==> src/design/tonq_pkg.sv <==
// Shared types and constants for the timestamp-ordered node queue.
// No dependencies; imported by every module of the block.
package tonq_pkg;

   localparam int POOL_NODES = 64;
   localparam int NODE_W     = $clog2(POOL_NODES);
   localparam int CNT_W      = $clog2(POOL_NODES + 1);
   localparam int HANDLE_W   = 6;
   localparam int SEC_W      = 32;
   localparam int USEC_W     = 20;
   localparam int COUNT_W    = 7;
   localparam int TIME_W     = SEC_W + USEC_W;

   typedef enum logic [1:0] {
      ST_OK         = 2'd0,
      ST_FULL       = 2'd1,
      ST_BAD_HANDLE = 2'd2
   } status_type;

   typedef enum logic [1:0] {
      SEQ_INIT,
      SEQ_WARM,
      SEQ_IDLE,
      SEQ_SETTLE
   } seq_type;

   typedef struct packed {
      logic              valid;
      logic [NODE_W-1:0] handle;
      logic [TIME_W-1:0] stamp;
   } entry_type;

   typedef struct packed {
      logic              ins;
      logic              rem;
      entry_type         new_entry;
      logic [NODE_W-1:0] rem_handle;
   } cell_op_type;

endpackage

==> src/design/tonq_free_fifo.sv <==
// Ring of free node handles, served first in, first out, with registered head.
// Filled in index order by a sweep after reset. Depends on tonq_pkg.
module tonq_free_fifo import tonq_pkg::*; (
   input  logic              clock,
   input  logic              reset,
   input  logic              pop,
   input  logic              push,
   input  logic [NODE_W-1:0] push_handle,
   output logic [NODE_W-1:0] head_handle,
   output logic [CNT_W-1:0]  count,
   output logic              filled
);

   logic [NODE_W-1:0] mem [POOL_NODES];
   logic [NODE_W-1:0] rd_ptr_ff, rd_ptr_in, wr_ptr_ff, wr_ptr_in;
   logic [NODE_W-1:0] fill_ptr_ff;
   logic              filled_ff;
   logic [CNT_W-1:0]  count_ff, count_in;
   logic [NODE_W-1:0] head_ff;

   function automatic logic [NODE_W-1:0] wrap_inc(input logic [NODE_W-1:0] p);
      return (p == NODE_W'(POOL_NODES - 1)) ? '0 : p + 1'b1;
   endfunction

   always_comb begin
      rd_ptr_in = pop  ? wrap_inc(rd_ptr_ff) : rd_ptr_ff;
      wr_ptr_in = push ? wrap_inc(wr_ptr_ff) : wr_ptr_ff;
      count_in  = count_ff;
      if (pop && !push) begin
         count_in = count_ff - 1'b1;
      end else if (push && !pop) begin
         count_in = count_ff + 1'b1;
      end
   end

   always_ff @(posedge clock) begin
      if (reset) begin
         rd_ptr_ff   <= '0;
         wr_ptr_ff   <= '0;
         count_ff    <= CNT_W'(POOL_NODES);
         fill_ptr_ff <= '0;
         filled_ff   <= 1'b0;
      end else begin
         rd_ptr_ff <= rd_ptr_in;
         wr_ptr_ff <= wr_ptr_in;
         count_ff  <= count_in;
         if (!filled_ff) begin
            fill_ptr_ff <= wrap_inc(fill_ptr_ff);
            if (fill_ptr_ff == NODE_W'(POOL_NODES - 1)) begin
               filled_ff <= 1'b1;
            end
         end
      end
   end

   always_ff @(posedge clock) begin
      if (!filled_ff) begin
         mem[fill_ptr_ff] <= fill_ptr_ff;
      end else if (push) begin
         mem[wr_ptr_ff] <= push_handle;
      end
      head_ff <= mem[rd_ptr_ff];
   end

   assign head_handle = head_ff;
   assign count       = count_ff;
   assign filled      = filled_ff;

endmodule

==> config.mk <==
export PLATFORM = sky130hd
export DESIGN_NAME = tonq_free_fifo
export DESIGN_NICKNAME = d
export VERILOG_FILES = /design/src/design/tonq_pkg.sv /design/src/design/tonq_free_fifo.sv
export SDC_FILE = /design/constraint.sdc
export NUM_CORES = 1
export LEC_CHECK = 0
export BUFFER_PORTS_ARGS = -buffer_cell sky130_fd_sc_hd__clkbuf_2
export CORE_MARGIN = 4
export CORE_UTILIZATION = 60
export CTS_CLUSTER_DIAMETER = 30
export CTS_CLUSTER_SIZE = 40
export DETAILED_ROUTE_END_ITERATION = 10
export GPL_TIMING_DRIVEN = 0
export PLACE_DENSITY = 0.77
export SLEW_MARGIN = 10
export SYNTH_ARGS = -nofsm -noshare
export SYNTH_HDL_FRONTEND = slang
export SYNTH_SLANG_ARGS = --single-unit
==> constraint.sdc <==
create_clock -name clock -period 2.9 [get_ports clock]
set_input_delay 0.435 -clock clock [delete_from_list [all_inputs] [get_ports clock]]
set_output_delay 0.435 -clock clock [all_outputs]
set_load 0.01 [all_outputs]
[After elaboration in Yosys (flattened, before gate mapping)]
Memory sizes are Yosys's and may differ from the RTL's. A register that Yosys moved wholly into a read port is not among the register bits.
Cells that the tools add are included.
Cells by class
  reduce and logical (&&, ||, !) cells: 6
  add/sub/neg operators: 5
  equality and inequality tests: 3
  muxes and demuxes: 14
Operators by type and width (count)
  $mux 6: 5
  $add 6x1->6 const B: 3
  $eq 6x6->1 const B: 3
  $mux 7: 2
  $add 7x1->7 const B: 1
  $mux 1: 7
  $sub 7x1->7 const B: 1
  $reduce_or 6->1: 1
  $logic_and 1x1->1: 2
  $logic_not 1->1: 2
  $reduce_bool 2->1: 1
Word-level totals
  input bits: 10
  memories kept: 1
  register bits: 26
  output and inout bits: 14
  RAM bits: 384
  logic and storage cells: 34
Memories
  mem: depth 64, bits a word 6, read ports 1, clocked after Yosys merged registers in 1, write ports 1, RTL line tonq_free_fifo.sv:14  | logic [NODE_W-1:0] mem [POOL_NODES];

[Longest topological paths before layout]
  depth after elaboration: 5
  gate-level depth with buffers: 11
  mapped depth without buffers: 9

[Least setup slack after synthesis]
No wires, ideal clock.
  path kind: input -> register
  from: in push
  to: reg count_ff[6], in the netlist count[6]
  arrival: 2.529 ns
  cell stages on the path: 11
  setup slack: 0.243 ns
  path buffers: 2
  path through: clkbuf_1 > inv_1 > ha_1 > buf_1 > xor2_1 > ha_1 > and4b_1 > a32oi_1 > o22a_1 > o21ai_1 > or3b_1
Between the ends
  cells in the longest elaborated chain, start to end: 3
RTL lines
  start: declaration: RTL line tonq_free_fifo.sv:7  | input logic push,
  $logic_not 1->1: RTL line tonq_free_fifo.sv:29  | if (pop && !push) begin
  $logic_and 1x1->1: RTL line tonq_free_fifo.sv:29
  $mux 7 / $reduce_bool 2->1 (equally long branches)
  end signal: assignment: RTL line tonq_free_fifo.sv:40  | count_ff <= CNT_W'(POOL_NODES);
  end signal: assignment: RTL line tonq_free_fifo.sv:46  | count_ff <= count_in;
  end: declaration: RTL line tonq_free_fifo.sv:18  | logic [CNT_W-1:0] count_ff, count_in;
Several ways; a longest one is shown, not always the timed one.
A chain may end at the register's enable or synchronous reset.

==> impl_results.md <==
- Fin crit period: 2.82 ns
- Met1 Track Usage GR: 36.8%
- Via/cell ratio: 6.54
- Layout fillers: 1,543
- Critical path endpoint category: flop
- Layout cells sized above 1: 26.3%
- Final instance area: 19,800 um^2
- Max Root-Sink Buffers: 3
- RD Place Congestion: 0.882
- Vias in the first global route: 9,698
- Worst R2R Path Depth: 8
- DRC errors left: 0
- Post-synthesis cell area: 16,600 um^2
- Post-synth EDFFs: 384
- Critical Path RT: 3.35 ns
- Asr flop ratio synth: 0%
- GR Layer Usage met3: 6.11%
- Place WS: -0.198 ns
- Mapped Nets: 942
- Sequential area share after synthesis: 73.2%
- ANT nets after route: 0
- Post-synth top area cell: edfxtp_1
- Final worst slack: 0.0846 ns
- Clock sink total: 416
- Gr usage total: 26.6%
- DR iter-0 viols: 1,435
- Final Hold Vio Count: 0
- Final period util: 97.1%
- Clock slew seen by the registers of the worst setup and hold paths: 0.06 ns
- Dpl hpwl: 24.0 mm
- First-pass GRT wire length: 60.3 mm
- Clock skew: 0.0209 ns
- Vias: 9,514
- WHS: 0.212 ns
- Wirelength, routed: 39.8 mm
- Max-slew violation count: 0
- Worst-Margin Slew: 0.785 ns
- Placed cell areas: 17,300 um^2
- Min-Delay Path Depth: 2
- Flop pwr share: 41.8%
- Peak VDD IR: 0.598 mV
- Initial antenna violation count: 0
- Max Cap Viol: 0
- Most frequent cells in the layout: 384 x edfxtp_1, 88 x mux4_2, 82 x nor2_1, 70 x clkbuf_16, 56 x nand2_1
- Clk root buf: clkbuf_16
- Arr. time, crit path: 3.26 ns
- WS Path Type: reg2reg
- Synth Area per Inst: 17.9 um^2
- Cts bufs inserted: 70
- RSZ-0062 raised after global routing: true
- Final setup viols: 0
- Total power: 16,000 uW
- Antenna diode count: 0
- Final TNS setup: 0 ns
- Buffers added on ports: 22
- Leakage power: 0.00658 uW
- Height of the die: 174 um
- Switching power share of the total: 22.8%
- Row count: 60
- Hold WC Path Type: in2reg
- Postcts setup bufs: 0
- Status: complete, no violations
- Post-synth top area share: 69.4%
- P&R area growth vs syn: 18.9%
- Number of library cell types mapped by synthesis: 52
- IO Pins: 24
- Commonest non-fill, non-tap cell in the layout: edfxtp_1
- Clk pwr share: 52.1%
- Crit start category: flop
- Mapped Cells: 926
- Main synth FF type: edfxtp_1
- Yosys warning count: 0
- Worst-skew pair later-pin latency: 0.57 ns
- Largest net degree at the start of global routing: 49
- TritonCTS clock tree: yes
- Initial Util: 61.3%
- Routed WL per cell: 27.4 um
- Core region area: 27,100 um^2
- H-tree Lvls: 3
- Top Usage Layer GRT: met2
- Internal Power: 12,300 uW
- Yosys reg bits: 416
- Die X-Extent: 174 um
- Met2 usage: 42.3%
- Gate power share: 6.1%
- Nets: 1,042
- DRT Pass-1 Iters: 5
- Psw: 3630 uW
- Slew headroom: 47.5%
- Worst Path Max Fanout: 10
- Top post-synthesis cells by area: edfxtp_1 69%, mux4_2 12%, dfxtp_1 3.9%, nor2_1 2.0%, nand2_1 1.4%
- Total grt overflow: 0
- PwrDens: 808 nW/um^2
- Fmax: 355 MHz
- Die area: 30,400 um^2
cells in the mapped netlist (8+ instances only):
| cell type | number |
|---|---|
| a21oi_1 | 20 |
| a22oi_1 | 29 |
| and3_1 | 8 |
| buf_2 | 13 |
| clkbuf_1 | 21 |
| dfxtp_1 | 32 |
| edfxtp_1 | 384 |
| mux2_2 | 9 |
| mux2i_1 | 12 |
| mux4_2 | 88 |
| nand2_1 | 62 |
| nand3_1 | 13 |
| nand3b_1 | 9 |
| nand4_1 | 8 |
| nor2_1 | 90 |
| nor2b_1 | 8 |
| o22ai_1 | 8 |
| or3_1 | 9 |
| xor2_1 | 10 |
sequential cells by signal (all words and copies together), names as in the netlist:
register	count
wr_ptr_ff	6
head_handle	6
fill_ptr_ff	6
rd_ptr_ff	6
filled	1
count	7
mem	384
power by group through the flow:
stage          Combinational (uW)  Clock, uW  Sequential, uW
2_1_floorplan                 621          0            6780
3_3_place_gp                  920          0            6780
3_5_place_dp                  950          0            6780
4_1_cts                       970       8340            6660
5_1_grt                      1030       8690            6660
6_report                      977       8320            6660
cell type report:
cell class                      count  area (um^2)  share of cell area [%]
Clock inverter                     51          594                    3.01
Timing Repair Buffer               28          238                    1.20
Buffer                             48          285                    1.44
Sequential cell                   416        12200                    61.6
Multi-Input combinational cell    458         4180                    21.2
Inverter                            4         15.0                  0.0760
Tap cell                          372          465                    2.36
Clock buffer                       78         1800                    9.12
final timing paths:
path	startpoint	endpoint	slack [ns]
max	rd_ptr_ff[1]	head_handle[1]	0.08
min	reset	count[6]	0.21
max reg2reg	rd_ptr_ff[1]	head_handle[1]	0.08
min reg2reg	fill_ptr_ff[0]	fill_ptr_ff[0]	0.55
critical path: stages (launching register included):
cell and delay [ns]:
dfxtp_1 0.35, buf_2 0.20, buf_2 0.34, buf_2 0.43
clkbuf_4 0.38, mux4_2 0.35, a22oi_1 0.34, nand4_1 0.13
o211a_1 0.16
cell families (layout without fill, tap and decap cells):
| logic type | Yosys count | in the layout | synth area share (%) |
|---|---|---|---|
| xor gates and xnor gates | 16 | 16 | 0.843 |
| AOI/OAI and AO/OA | 95 | 95 | 3.94 |
| and+or+nand+nor | 232 | 232 | 6.47 |
| muxes | 109 | 109 | 13.3 |
| adders and majority gates | 6 | 6 | 0.452 |
| DFF | 416 | 416 | 73.2 |
| buffers and inverters | 52 | 209 | 1.79 |
metal layers:
| layer | share of wire [%] | up-vias |
|---|---|---|
| met1 | 38 | 4818 |
| met5 | 0 | - |
| met3 | 10 | 121 |
| met2 | 48 | 632 |
| li1 | - | 3943 |
| met4 | 3.6 | 0 |
timing repair:
action | in CTS | in global routing
setup endpoints to repair | 0 | 49
hold buffers | 0 | 0
resized for setup | 0 | 9
per-stage QoR:
stage,instances,utilization (%)
5_1_grt,1455,72.9
6_report,1455,72.9
2_1_floorplan,926,-
3_3_place_gp,1320,63.4
4_1_cts,1455,72.8
3_5_place_dp,1326,64.0
(Power assumes the default switching activity.)
