--- src/design/tonq_pkg.sv ---
// Shared types and constants for the timestamp-ordered node queue.
// No dependencies; imported by every module of the block.
package tonq_pkg;

   localparam int POOL_NODES = 64;
   localparam int NODE_W     = $clog2(POOL_NODES);
   localparam int CNT_W      = $clog2(POOL_NODES + 1);
   localparam int HANDLE_W   = 6;
   localparam int SEC_W      = 32;
   localparam int USEC_W     = 20;
   localparam int COUNT_W    = 7;
   localparam int TIME_W     = SEC_W + USEC_W;

   typedef enum logic [1:0] {
      ST_OK         = 2'd0,
      ST_FULL       = 2'd1,
      ST_BAD_HANDLE = 2'd2
   } status_type;

   typedef enum logic [1:0] {
      SEQ_INIT,
      SEQ_WARM,
      SEQ_IDLE,
      SEQ_SETTLE
   } seq_type;

   typedef struct packed {
      logic              valid;
      logic [NODE_W-1:0] handle;
      logic [TIME_W-1:0] stamp;
   } entry_type;

   typedef struct packed {
      logic              ins;
      logic              rem;
      entry_type         new_entry;
      logic [NODE_W-1:0] rem_handle;
   } cell_op_type;

endpackage

--- src/design/tonq_cell.sv ---
// One slot of the sorted used queue; slots shift left or right as a row.
// Depends on tonq_pkg.
module tonq_cell import tonq_pkg::*; (
   input  logic        clock,
   input  logic        reset,
   input  cell_op_type op,
   input  entry_type   left_entry,
   input  entry_type   right_entry,
   input  logic        left_less,
   input  logic        left_gone,
   output entry_type   entry,
   output logic        less,
   output logic        gone
);

   entry_type entry_ff, entry_in;
   logic      match;

   assign less  = entry_ff.valid && (entry_ff.stamp < op.new_entry.stamp);
   assign match = entry_ff.valid && (entry_ff.handle == op.rem_handle);
   assign gone  = left_gone | match;
   assign entry = entry_ff;

   always_comb begin
      entry_in = entry_ff;
      if (op.ins) begin
         // strictly earlier words stay put; the new word lands ahead of equals
         if (!less) begin
            entry_in = left_less ? op.new_entry : left_entry;
         end
      end else if (op.rem) begin
         if (gone) begin
            entry_in = right_entry;
         end
      end
   end

   always_ff @(posedge clock) begin
      if (reset) begin
         entry_ff <= '0;
      end else begin
         entry_ff <= entry_in;
      end
   end

endmodule

--- config.mk ---
export PLATFORM = sky130hd
export DESIGN_NAME = tonq_cell
export DESIGN_NICKNAME = d
export VERILOG_FILES = /design/src/design/tonq_pkg.sv /design/src/design/tonq_cell.sv
export SDC_FILE = /design/constraint.sdc
export NUM_CORES = 1
export LEC_CHECK = 0
export BUFFER_PORTS_ARGS = -buffer_cell sky130_fd_sc_hd__buf_2
export CAP_MARGIN = 20
export CELL_PAD_IN_SITES_DETAIL_PLACEMENT = 1
export CELL_PAD_IN_SITES_GLOBAL_PLACEMENT = 1
export CORE_MARGIN = 8
export CORE_UTILIZATION = 30
export CTS_BUF_LIST = sky130_fd_sc_hd__clkbuf_8
export CTS_CLUSTER_SIZE = 28
export DETAILED_ROUTE_END_ITERATION = 7
export PLACE_DENSITY_LB_ADDON = 0.1
export SLEW_MARGIN = 30
export SYNTH_ARGS = -nofsm -noshare
export SYNTH_HDL_FRONTEND = slang
export SYNTH_SLANG_ARGS = --single-unit
--- constraint.sdc ---
create_clock -name clock -period 2.8 [get_ports clock]
set_input_delay 0.56 -clock clock [delete_from_list [all_inputs] [get_ports clock]]
set_output_delay 0.56 -clock clock [all_outputs]
set_load 0.02 [all_outputs]
# --- Word level (Yosys, flattened, before mapping) ---
# Index checks and enable logic that the tools add are counted.
# W data, S select, Z words.
totals:
  register_bits: 59
  inputBits: 189
  out_inout_bits: 61
  wordCells: 17
classes:
  n_lt_le_gt_ge: 1
  n_eq_ne: 2
  muxes: 5
  bitwise: 1
  reduce_logical: 5
op_table:
  columns: ["op", "n"]
  rows:
  - ["$mux W59", 5]
  - ["$lt A52 B52 Y1", 1]
  - ["$eq A6 B6 Y1", 1]
  - ["$reduce_bool A2 Y1", 2]
  - ["$reduce_and A3 Y1", 1]
  - ["$logic_and A1 B1 Y1", 2]
  - ["$ne A2 B2 Y1 const B", 1]
  - ["$or A1 B1 Y1", 1]

# --- Longest topological paths before layout ---
# Gate-level depths: netlist of run 1.
depth:
  depth_word: 6
  mapped_depth: 12
  mapped_depth_nobuf: 9

# --- Worst setup path before layout of run 1 ---
# Ideal clock, no wire load.
synth_timing:
  path_kind: "in2out"
  from: "input port op[45] in the netlist's numbering"
  to: "output port less"
  arrival_time_ns: 2.581
  t_required_ns: 2.240
  setup_slack_ns: -0.341
  cell_stages: 10
  n_path_buf: 2
  cell_sequence: "inv_1 ha_1 a21oi_1 o21ai_1 a221o_1 a2111oi_4 nand2_1 buf_2 buf_2 nor2_1"
synth_via:
  elab_chain_cells: 2
synth_lines:
  columns: ["element", "line", "rtl"]
  rows:
  - ["start, declared", "tonq_cell.sv:6", "input cell_op_type op,"]
  - ["$lt A52 B52 Y1", "tonq_cell.sv:19", "assign less = entry_ff.valid && (entry_ff.stamp < op.new_entry.stamp);"]
  - ["$logic_and A1 B1 Y1", "tonq_cell.sv:19", null]
  - ["end, declared", "tonq_cell.sv:12", "output logic less,"]
# Every way passes these cells.

# --- Worst setup path after layout of run 1 ---
layout_timing:
  from: "input port op[48] in the netlist's numbering"
  to: "output port less"
# The elaborated chain is that of the path after synthesis.

==> flow_summary.toml, run 1 <==
[cts]
clock_sinks = 59
cts_tree = "built"
cts_buffers = 9
clk_latency_ps = 350
hold_buffers = 0
h-tree-depth = 3
root_buffer = "clkbuf_8"
clkTransAtPathRegs_ps = 70
clockBufferDepth = 2

[worst_setup_path]
worstPathArrival_ps = 2260
path_max_fanout = 3
path_cells = "buf_2, inv_1, ha_4, and4_4, a221o_1, a2111oi_4, nand2_2, nor2_4, buf_6"
crit_type = "in2out"
cp.required_ps = 2240
slowest_delay_ps = 390
cp-end-kind = "output port"
crit_slowest_cell = "a221o_1"
worst_setup_path_start_kind = "primary input"

[sta]
tns_ps = -24.41
timing.final.crit_share_pct = 100.9
tightestPinTransition_ps = 521.8
fmax_mhz = 354.1
hold_violations = 0
fin_worst_skew_ps = 13.22
worst_slack_ps = -24.41
slew_headroom_pct = 65.21
grt_setup_unrepaired = "true"
setup_violations = 1
slew_violations = 0
fin_crit_ps = 2824
fin_hold_ws_ps = 437.3

[layout]
nets = 1097
regArea_um2 = 1201
utilization_pct = 43.00
syn_to_final_growth_pct = 41.23
layout-drive-gt1-share_pct = 41.81
fillers = 2041
layout.cells.non_filler = 1082
largest_register_ffs = 59
multi_input_area_um2 = 3502

[placement]
port-buffer-count = 249
place_congestion = 0.8139
dp_hpwl_um = 16660
place_inst = 1056

[synthesis]
ys_seq_area_share_pct = 23.65
syn_area_um2 = 4995
yosysTopAreaCell = "dfxtp_1"
synth_cells = 610
synth.top_cell.area_share_pct = 23.65
postSynthAreaPerCell_um2 = 8.188
ys_ff_latch = 59
ys_warn_count = 0
syn-num-nets = 850
yosys-top-cells-area = "dfxtp_1, ha_1, a221oi_1, a22oi_1, o31ai_1"
synth.distinct_cells = 39

[pwr]
power.total_mw = 2.907
powerDensity_nw_per_um2 = 412.0
leakagePower_nw = 3.317
vdd_drop_max_mv = 0.2558

[global_route]
first_global_vias = 6621
grt_max_degree = 58
antenna_found_initial = 1
grt_pass1_wl_um = 35750
gr-usage-all-layers_pct = 20.88
grt-ovfl-total = 0

[detailed_routing]
num_vias = 6015
viasPerCell = 5.559
drtPass1Iterations = 6
wl_um = 22730
drtAntennaViolNets = 0
wl_per_cell_um = 21.01
route.detailed.drc = 0
drt-initial-drc-count = 259

[die]
die_height_um = 145.0
dieWidth_um = 145.0
start_util_pct = 30.44
num_io_pins = 250
fp.coreArea_um2 = 16410
die_area_um2 = 21030
rows = 47

[min_path]
hold_path.class = "in2reg"

[outcome]
violations = "setup timing"
status = "finished with violations"

[flow_run]
maxCapViolations = 0
-- cell usage after synthesis (all sizes together) --
master	count
a2111oi	1
nor2	5
nor3	61
a41o	1
xor2	3
and3	1
a21oi	20
nor2b	60
nand3	3
and4	4
o21ai	11
xnor2	3
clkbuf	32
nand2b	1
nand4	3
a221oi	60
nand2	20
o21a	3
o2111a	1
o22ai	1
ha	51
a22oi	59
a221o	2
or4	1
a211oi	4
and2	1
nor4	1
dfxtp	59
buf	25
inv	54
a21o	1
o31ai	58
-- cell families after synthesis --
family	after synthesis	share of synthesized area, %
buffers and inverters	111	9.845
xor gates and xnor gates	6	1.052
and+or+nand+nor	161	17.54
AOI/OAI and AO/OA	222	35.15
DFF	59	23.65
adders and majority gates	51	12.78
-- power breakdown --
group	switching, mW	total, mW	internal [mW]
clock	0.378	0.772	0.394
sequential	0.0998	1.03	0.927
combinational	0.609	1.11	0.497
-- worst paths after layout --
kind	depth (start not counted)	slack (ps)	startpoint	end
worst max-delay path	9	-20	op[48]	less
worst min-delay path	3	440	right_entry[37]	entry[37]
worst max register to register	11	170	entry[37]	entry[48]
worst min register to register	2	520	entry[47]	entry[47]
-- per-stage QoR --
step / instance area [µm²] / setup WS, ps
floorplan: 5056 / 0.7767
global placement: 6666 / -196.2
detailed placement: 6666 / -336.6
CTS: 6970 / -124.3
global route: 7054 / -141.2
finish: 7054 / -24.41
-- critical path, delay by kind of cell --
kind            cells  cell delay (ps)
buf+inv             3              330
compound gates      2              730
simple gates        3              420
fa+ha+maj           1              210
-- placed cells by master, fill, tap and decap left out, types with 3 or more instances in the layout --
| cell type | synthesis | layout |
|---|---|---|
| a21oi_1 | 20 | 16 |
| a21oi_2 | 0 | 4 |
| a221oi_1 | 51 | 49 |
| a221oi_2 | 9 | 11 |
| a22oi_1 | 59 | 59 |
| and4_1 | 4 | 3 |
| buf_12 | 2 | 8 |
| buf_2 | 10 | 246 |
| buf_4 | 6 | 36 |
| buf_6 | 1 | 3 |
| clkbuf_8 | 0 | 9 |
| dfxtp_1 | 59 | 49 |
| dfxtp_2 | 0 | 7 |
| dfxtp_4 | 0 | 3 |
| ha_1 | 51 | 45 |
| ha_4 | 0 | 6 |
| inv_1 | 54 | 52 |
| inv_2 | 0 | 5 |
| nand2_1 | 20 | 18 |
| nand3_1 | 3 | 3 |
| nand4_1 | 3 | 3 |
| nor2_1 | 5 | 3 |
| nor2b_1 | 60 | 60 |
| nor3_1 | 61 | 59 |
| o21ai_0 | 8 | 8 |
| o31ai_1 | 57 | 57 |
| xnor2_1 | 3 | 3 |
| xor2_1 | 3 | 3 |
-- cell type report --
type / count / share of cell area [%]
clock buffer: 9 / 1.756
inverter: 54 / 2.873
clock inverter: 6 / 0.7272
tap: 220 / 3.902
multi-input combinational: 440 / 49.65
timing repair buffer: 293 / 24.03
antenna: 1 / 0.03547
sequential: 59 / 17.03
-- routing by layer --
layer,wire (µm),global-route usage (%),vias up
met2,11310,37.78,187
met4,259,5.576,0
li1,-,-,2839
met5,0,0,-
met3,1295,5.131,17
met1,9863,23.89,2972
-- timing repair --
item	in CTS	in global routing
resized for setup	21	16
setup buffers	7	3
setup endpoints to repair	1	33
pin swaps	10	11
No activity file was read; power rests on OpenSTA's default activity.
==> inputs of run 2 (changes only) <==
CORE_UTILIZATION = 36   (was 30)
HOLD_SLACK_MARGIN = 0.05   (was default)
TNS_END_PERCENT = 50   (was default)
clock period = 3.3 ns   (was 2.8 ns; I/O delays follow)
==> run 2 against run 1 <==
  * The flow now finishes without violations
  * Routed wire length fell by 5.8%
  * Setup slack improved by 170 ps
  * Power fell by 21%
  * Critical path depth rose by 2
  * Register-to-register slack improved by 210 ps
  * Clock-buffer cell count rose by 2
  * Die area fell by 15%
  * Via count fell by 1.2%
  * Sequential cell count did not move
  * Sequential share of layout area rose by 1.0 points
  * Core utilization rose by 4.8 points
  * Combinational power fell by 23%
==> flow_summary.toml, run 2 (synthesis gave the netlist of run 1 again) <==
[layout]
largest_register_ffs = 59
design_area_um2 = 6551
syn_to_final_growth_pct = 31.16
mostFrequentLayoutCells = "buf_2, nor3_1, nor2b_1"
nets = 1066
layout-drive-gt1-share_pct = 35.31
final_common_cell = "buf_2"

[cts]
clock_sinks = 59
cts_tree = "built"
hold_buffers = 0
cts-resized-gates = 0
h-tree-depth = 3
clk_latency_ps = 340
root_buffer = "clkbuf_8"
clockBufferDepth = 2
clkTransAtPathRegs_ps = 70
post_cts_buffers = 0
cts_buffers = 9

[sta]
setup_violations = 0
fin_worst_skew_ps = 4.367
grt_setup_unrepaired = "false"
fin_crit_ps = 3155
fin_hold_ws_ps = 549.3
slew_headroom_pct = 50.24
fmax_mhz = 316.9
hold_violations = 0
tightestPinTransition_ps = 746.4
slew_violations = 0
timing.final.crit_share_pct = 95.61

[die]
dieWidth_um = 133.8
start_util_pct = 36.41
die_height_um = 133.8
rows = 43
num_io_pins = 250
die_area_um2 = 17900
fp.coreArea_um2 = 13720

[pwr]
vdd_drop_max_mv = 0.1626
leakagePower_nw = 3.121
powerDensity_nw_per_um2 = 352.2

[worst_setup_path]
worstPathArrival_ps = 2500
endpoint = "less"
reg2reg_depth = 10
crit_slowest_cell = "ha_1"
rr_startpoint = "entry[51]"
reg2reg_to = "entry[12]"
critical_path.startpoint = "op[55]"
slowest_delay_ps = 290
cp-end-kind = "output port"
path_cells = "buf_2, inv_1, ha_1, nand4_1, nor3_1, buf_4, and3_1, o2111a_1, o21a_2, nor2_2, clkbuf_4"
worst_setup_path_start_kind = "primary input"
crit_type = "in2out"
ff2ff_setup_slack_ps = 380
cp.required_ps = 2640
path_max_fanout = 2

[flow_run]
maxCapViolations = 0

[detailed_routing]
drt-initial-drc-count = 236
drtPass1Iterations = 4
num_vias = 5942
viasPerCell = 5.895
drtAntennaViolNets = 0
wl_per_cell_um = 21.23
route.detailed.drc = 0
wl_um = 21400

[global_route]
antenna_found_initial = 2
first_global_vias = 6663
grt_pass1_wl_um = 33990
grt_max_degree = 67
gr-usage-all-layers_pct = 23.26
grt-ovfl-total = 0

[placement]
port-buffer-count = 249
dp_hpwl_um = 15810
dpl-instance-area_um2 = 6391
place_congestion = 0.7930

[outcome]
status = "complete, no violations"

[min_path]
hold_path.class = "reg2reg"
## run 2: changes by cell type in the layout (fill, tap and decap cells not counted), sizes merged
cell    change
buf        -32
clkbuf      +3
clkinv      -2
inv         -2
bufinv      -1
## run 2: worst min-delay path by stage
stage | from | to | cells past startpoint
2_1_floorplan | entry[58] | entry[58] | 2
3_3_place_gp | entry[25] | entry[25] | 2
3_5_place_dp | entry[49] | entry[49] | 2
4_1_cts | right_entry[52] | entry[52] | 3
5_1_grt | right_entry[7] | entry[7] | 3
6_report | entry[49] | entry[49] | 2
## run 2: power by group
part	internal (mW)	switching, mW
Sequential	0.785	0.0834
Clock	0.295	0.288
Combinational	0.368	0.488
Total	1.45	0.859
## run 2: critical path, delay by kind of cell
| family | cells | cell delay (ps) |
|---|---|---|
| simple gates | 4 | 600 |
| compound gates | 2 | 440 |
| fa+ha+maj | 1 | 290 |
| buf+inv | 4 | 500 |
## run 2: area by class of cell
class / instances / area (µm²)
Clock inverter: 1 / 3.754
Fill cell: 1754 / 7168
Clock buffer: 11 / 151.4
Inverter: 54 / 202.7
Timing Repair Buffer: 262 / 1424
Sequential cell: 59 / 1181
Tap cell: 180 / 225.2
Multi-Input combinational cell: 440 / 3361
Antenna cell: 1 / 2.502
## run 2: metrics by stage
stage	utilization (%)	setup TNS [ps]	setup slack [ps]	total power [mW]	cells
after floorplan	-	0	39.13	1.393	610
after global placement	46.58	0	61.34	1.711	995
after detailed placement	46.58	-1258	-87.72	1.744	995
after CTS	47.72	0	57.48	2.333	1007
after global routing	47.75	0	8.805	2.457	1008
final	47.75	0	144.9	2.307	1008
## run 2: per-layer routing
| metal | track usage, % | part of all wire, % | vias to the layer above |
|---|---|---|---|
| met1 | 26.60 | 41 | 2918 |
| met2 | 40.46 | 50 | 209 |
| met3 | 6.021 | 6.9 | 34 |
| met5 | 0 | 0.061 | - |
| met4 | 9.295 | 2.3 | 2 |
| li1 | - | - | 2779 |
==> inputs of run 3 (changes only) <==
ABC_AREA = 1   (was default)
CELL_PAD_IN_SITES_DETAIL_PLACEMENT = 0   (was 1)
CELL_PAD_IN_SITES_GLOBAL_PLACEMENT = 2   (was 1)
CORE_UTILIZATION = 25   (was 36)
==> run 3 against run 2 <==
  * Critical path depth stayed put
  * Fmax is 9.6% higher
  * Combinational power is 5.3% higher
  * Critical path type unchanged
  * Critical endpoint unchanged
  * Largest power group is now combinational logic
  * Highest routed layer unchanged
==> flow_summary.toml, run 3 <==
[synthesis]
synth-compound-area-share_pct = 16.68
synth.top_cell.area_share_pct = 23.85
synth_top_family_by_area = "simple AND/OR/NAND/NOR gates"
synth_common_cells = "nand2_1, nor2_1, inv_1, dfxtp_1, o21ai_0"
synth.most_common_cell = "nand2_1"
postSynthAreaPerCell_um2 = 6.121
synth_edf_count = 0
syn-num-nets = 1049
synth_cells = 809
synthMuxAreaShare_pct = 0
yosys-top-cells-area = "dfxtp_1, nand2_1, ha_1, nor2_1, o211ai_1"
yosysTopAreaCell = "dfxtp_1"
synthFlopType = "dfxtp_1"
ys_warn_count = 0
syn_area_um2 = 4952
ys_ff_latch = 59
synthArstFlopShare_pct = 0
synthAdderAreaFrac_pct = 12.89
yosys.area_share.xor_xnor_pct = 0.3537
synth.distinct_cells = 30
synthSimpleGateAreaFrac_pct = 35.12
ys_seq_area_share_pct = 23.85

[global_route]
gr-usage-met1_pct = 18.29
top_usage_layer = "met2"
grt-ovfl-total = 0
grt_use_met3_pct = 5.488
grt_pass1_wl_um = 29580
gr-usage-all-layers_pct = 15.18
antenna_found_initial = 5
grt_max_degree = 59
use_met2_pct = 25.37
first_global_vias = 5606

[pwr]
pwr-share-clk_pct = 27.4
vdd_drop_max_mv = 0.1582
seq_power_share_pct = 35.5
internal-power_mw = 1.502
leakagePower_nw = 3.752
netSwitchingPower_uw = 925.2
swShare_pct = 38.11
powerDensity_nw_per_um2 = 367.9
combPwrFrac_pct = 37.1

[cts]
clockBufferDepth = 2
clkTransAtPathRegs_ps = 70
h-tree-depth = 3
root_buffer = "clkbuf_8"
cts_tree = "built"
hold_buffers = 0
cts-resized-gates = 0
clock_sinks = 59
post_cts_buffers = 0
clk_latency_ps = 350
cts_buffers = 9

[flow_run]
maxCapViolations = 0

[placement]
port-buffer-count = 249
dp_hpwl_um = 15030
place_congestion = 0.7435
pre_cts_ws_ps = 313.9

[worst_setup_path]
path_max_fanout = 2
cp-end-kind = "output port"
reg2reg_to = "entry[15]"
ff2ff_setup_slack_ps = 820
worstPathArrival_ps = 2220
worst_setup_path_start_kind = "primary input"
rr_startpoint = "entry[35]"
critical_path.startpoint = "op[41]"
endpoint = "less"
cp.required_ps = 2640
reg2reg_depth = 13
crit_type = "in2out"

[sta]
fin_crit_ps = 2878
setup_violations = 0
slew_headroom_pct = 57.98
hold_violations = 0
tightestPinTransition_ps = 629.4
fmax_mhz = 347.4
grt_setup_unrepaired = "false"
tns_ps = 0
slew_violations = 0
timing.final.crit_share_pct = 87.22
worst_slack_ps = 421.8
fin_worst_skew_ps = 8.811

[die]
die_area_um2 = 24570
start_util_pct = 25.45
fp.coreArea_um2 = 19460
num_io_pins = 250
die_height_um = 156.7
dieWidth_um = 156.7
rows = 51

[detailed_routing]
wl_per_cell_um = 14.41
num_vias = 5627
drtPass1Iterations = 5
route.detailed.drc = 0
drtAntennaViolNets = 0
wl_um = 18770
viasPerCell = 4.318
drt-initial-drc-count = 214

[layout]
fillers = 2270
mostFrequentLayoutCells = "nand2_1, buf_2, nor2_1"
nets = 1273
diodes = 0
final_common_cell = "nand2_1"
layout-drive-gt1-share_pct = 29.00
syn_to_final_growth_pct = 33.25
largest_register_ffs = 59

[outcome]
status = "complete, no violations"

[min_path]
hold_path.class = "reg2reg"
==> run 3: cell count changes after synthesis, moves of 44 or more <==
cell,previous run,this run
nor2_1,5,119
nand2_1,20,262
a221oi_1,51,0
o21ai_0,8,52
o31ai_1,57,0
a22oi_1,59,0
nor2b_1,60,0
nor3_1,61,3
==> run 3: metal layers <==
layer  wire length, µm  vias up
met5                52        -
met4               174       10
met3              1541       20
met2              8619      149
met1              8384     2417
li1                  -     3031
==> run 3: cell type report <==
class                      instances  area (µm²)  area share [%]
clock buffer                      13       178.9           2.711
clock inverter                     3       12.51          0.1896
inverter                          83       312.8           4.740
multi-input combinational        621        3221           48.81
sequential                        59        1181           17.90
tap                              265       331.6           5.025
timing repair buffer             259        1361           20.63
==> run 3: how the worst min path moves through the flow <==
stage               from   endpoint  slack, ps  cells past startpoint
5_1_grt        entry[19]  entry[19]        520                      2
4_1_cts        entry[57]  entry[57]        510                      2
3_5_place_dp   entry[57]  entry[57]        500                      2
3_3_place_gp    entry[0]   entry[0]        490                      2
6_report       entry[57]  entry[57]        500                      2
2_1_floorplan   entry[0]   entry[0]        570                      2
==> run 3: power by group through the flow <==
stage	Clock [mW]	Combinational [mW]	Sequential, mW
floorplan	0	0.495	0.969
global placement	0	0.925	0.878
detailed placement	0	0.919	0.880
CTS	0.704	0.925	0.863
global route	0.726	1.04	0.876
finish	0.664	0.901	0.862
==> run 3: metrics by stage <==
step	cells	instance area, µm²	hold WS [ps]	power (mW)	util [%]
final	1303	6599	503.2	2.427	33.91
after floorplan	809	4952	569.3	1.464	-
after CTS	1303	6599	505.5	2.492	33.91
after global placement	1287	6407	493.7	1.803	32.92
after detailed placement	1287	6407	495.6	1.799	32.92
after global routing	1303	6599	521.3	2.643	33.91
==> run 3: kinds of logic (layout without fill, tap and decap cells) <==
family                   count (synthesis)  after routing
buffers and inverters                  129            358
AND/OR/NAND/NOR                        430            430
AO/OA/AOI/OAI                          138            138
flip-flops                              59             59
XOR/XNOR                                 2              2
adder cells (fa/ha/maj)                 51             51
==> run 3: critical path, cell delays in order <==
cell     delay, ps
buf_2           80
inv_1           50
ha_1           300
nand2_1         80
nor2_1         170
nand4_1        170
nor3_1         310
nand2_1        110
nand2_2         90
inv_1           40
buf_2          160
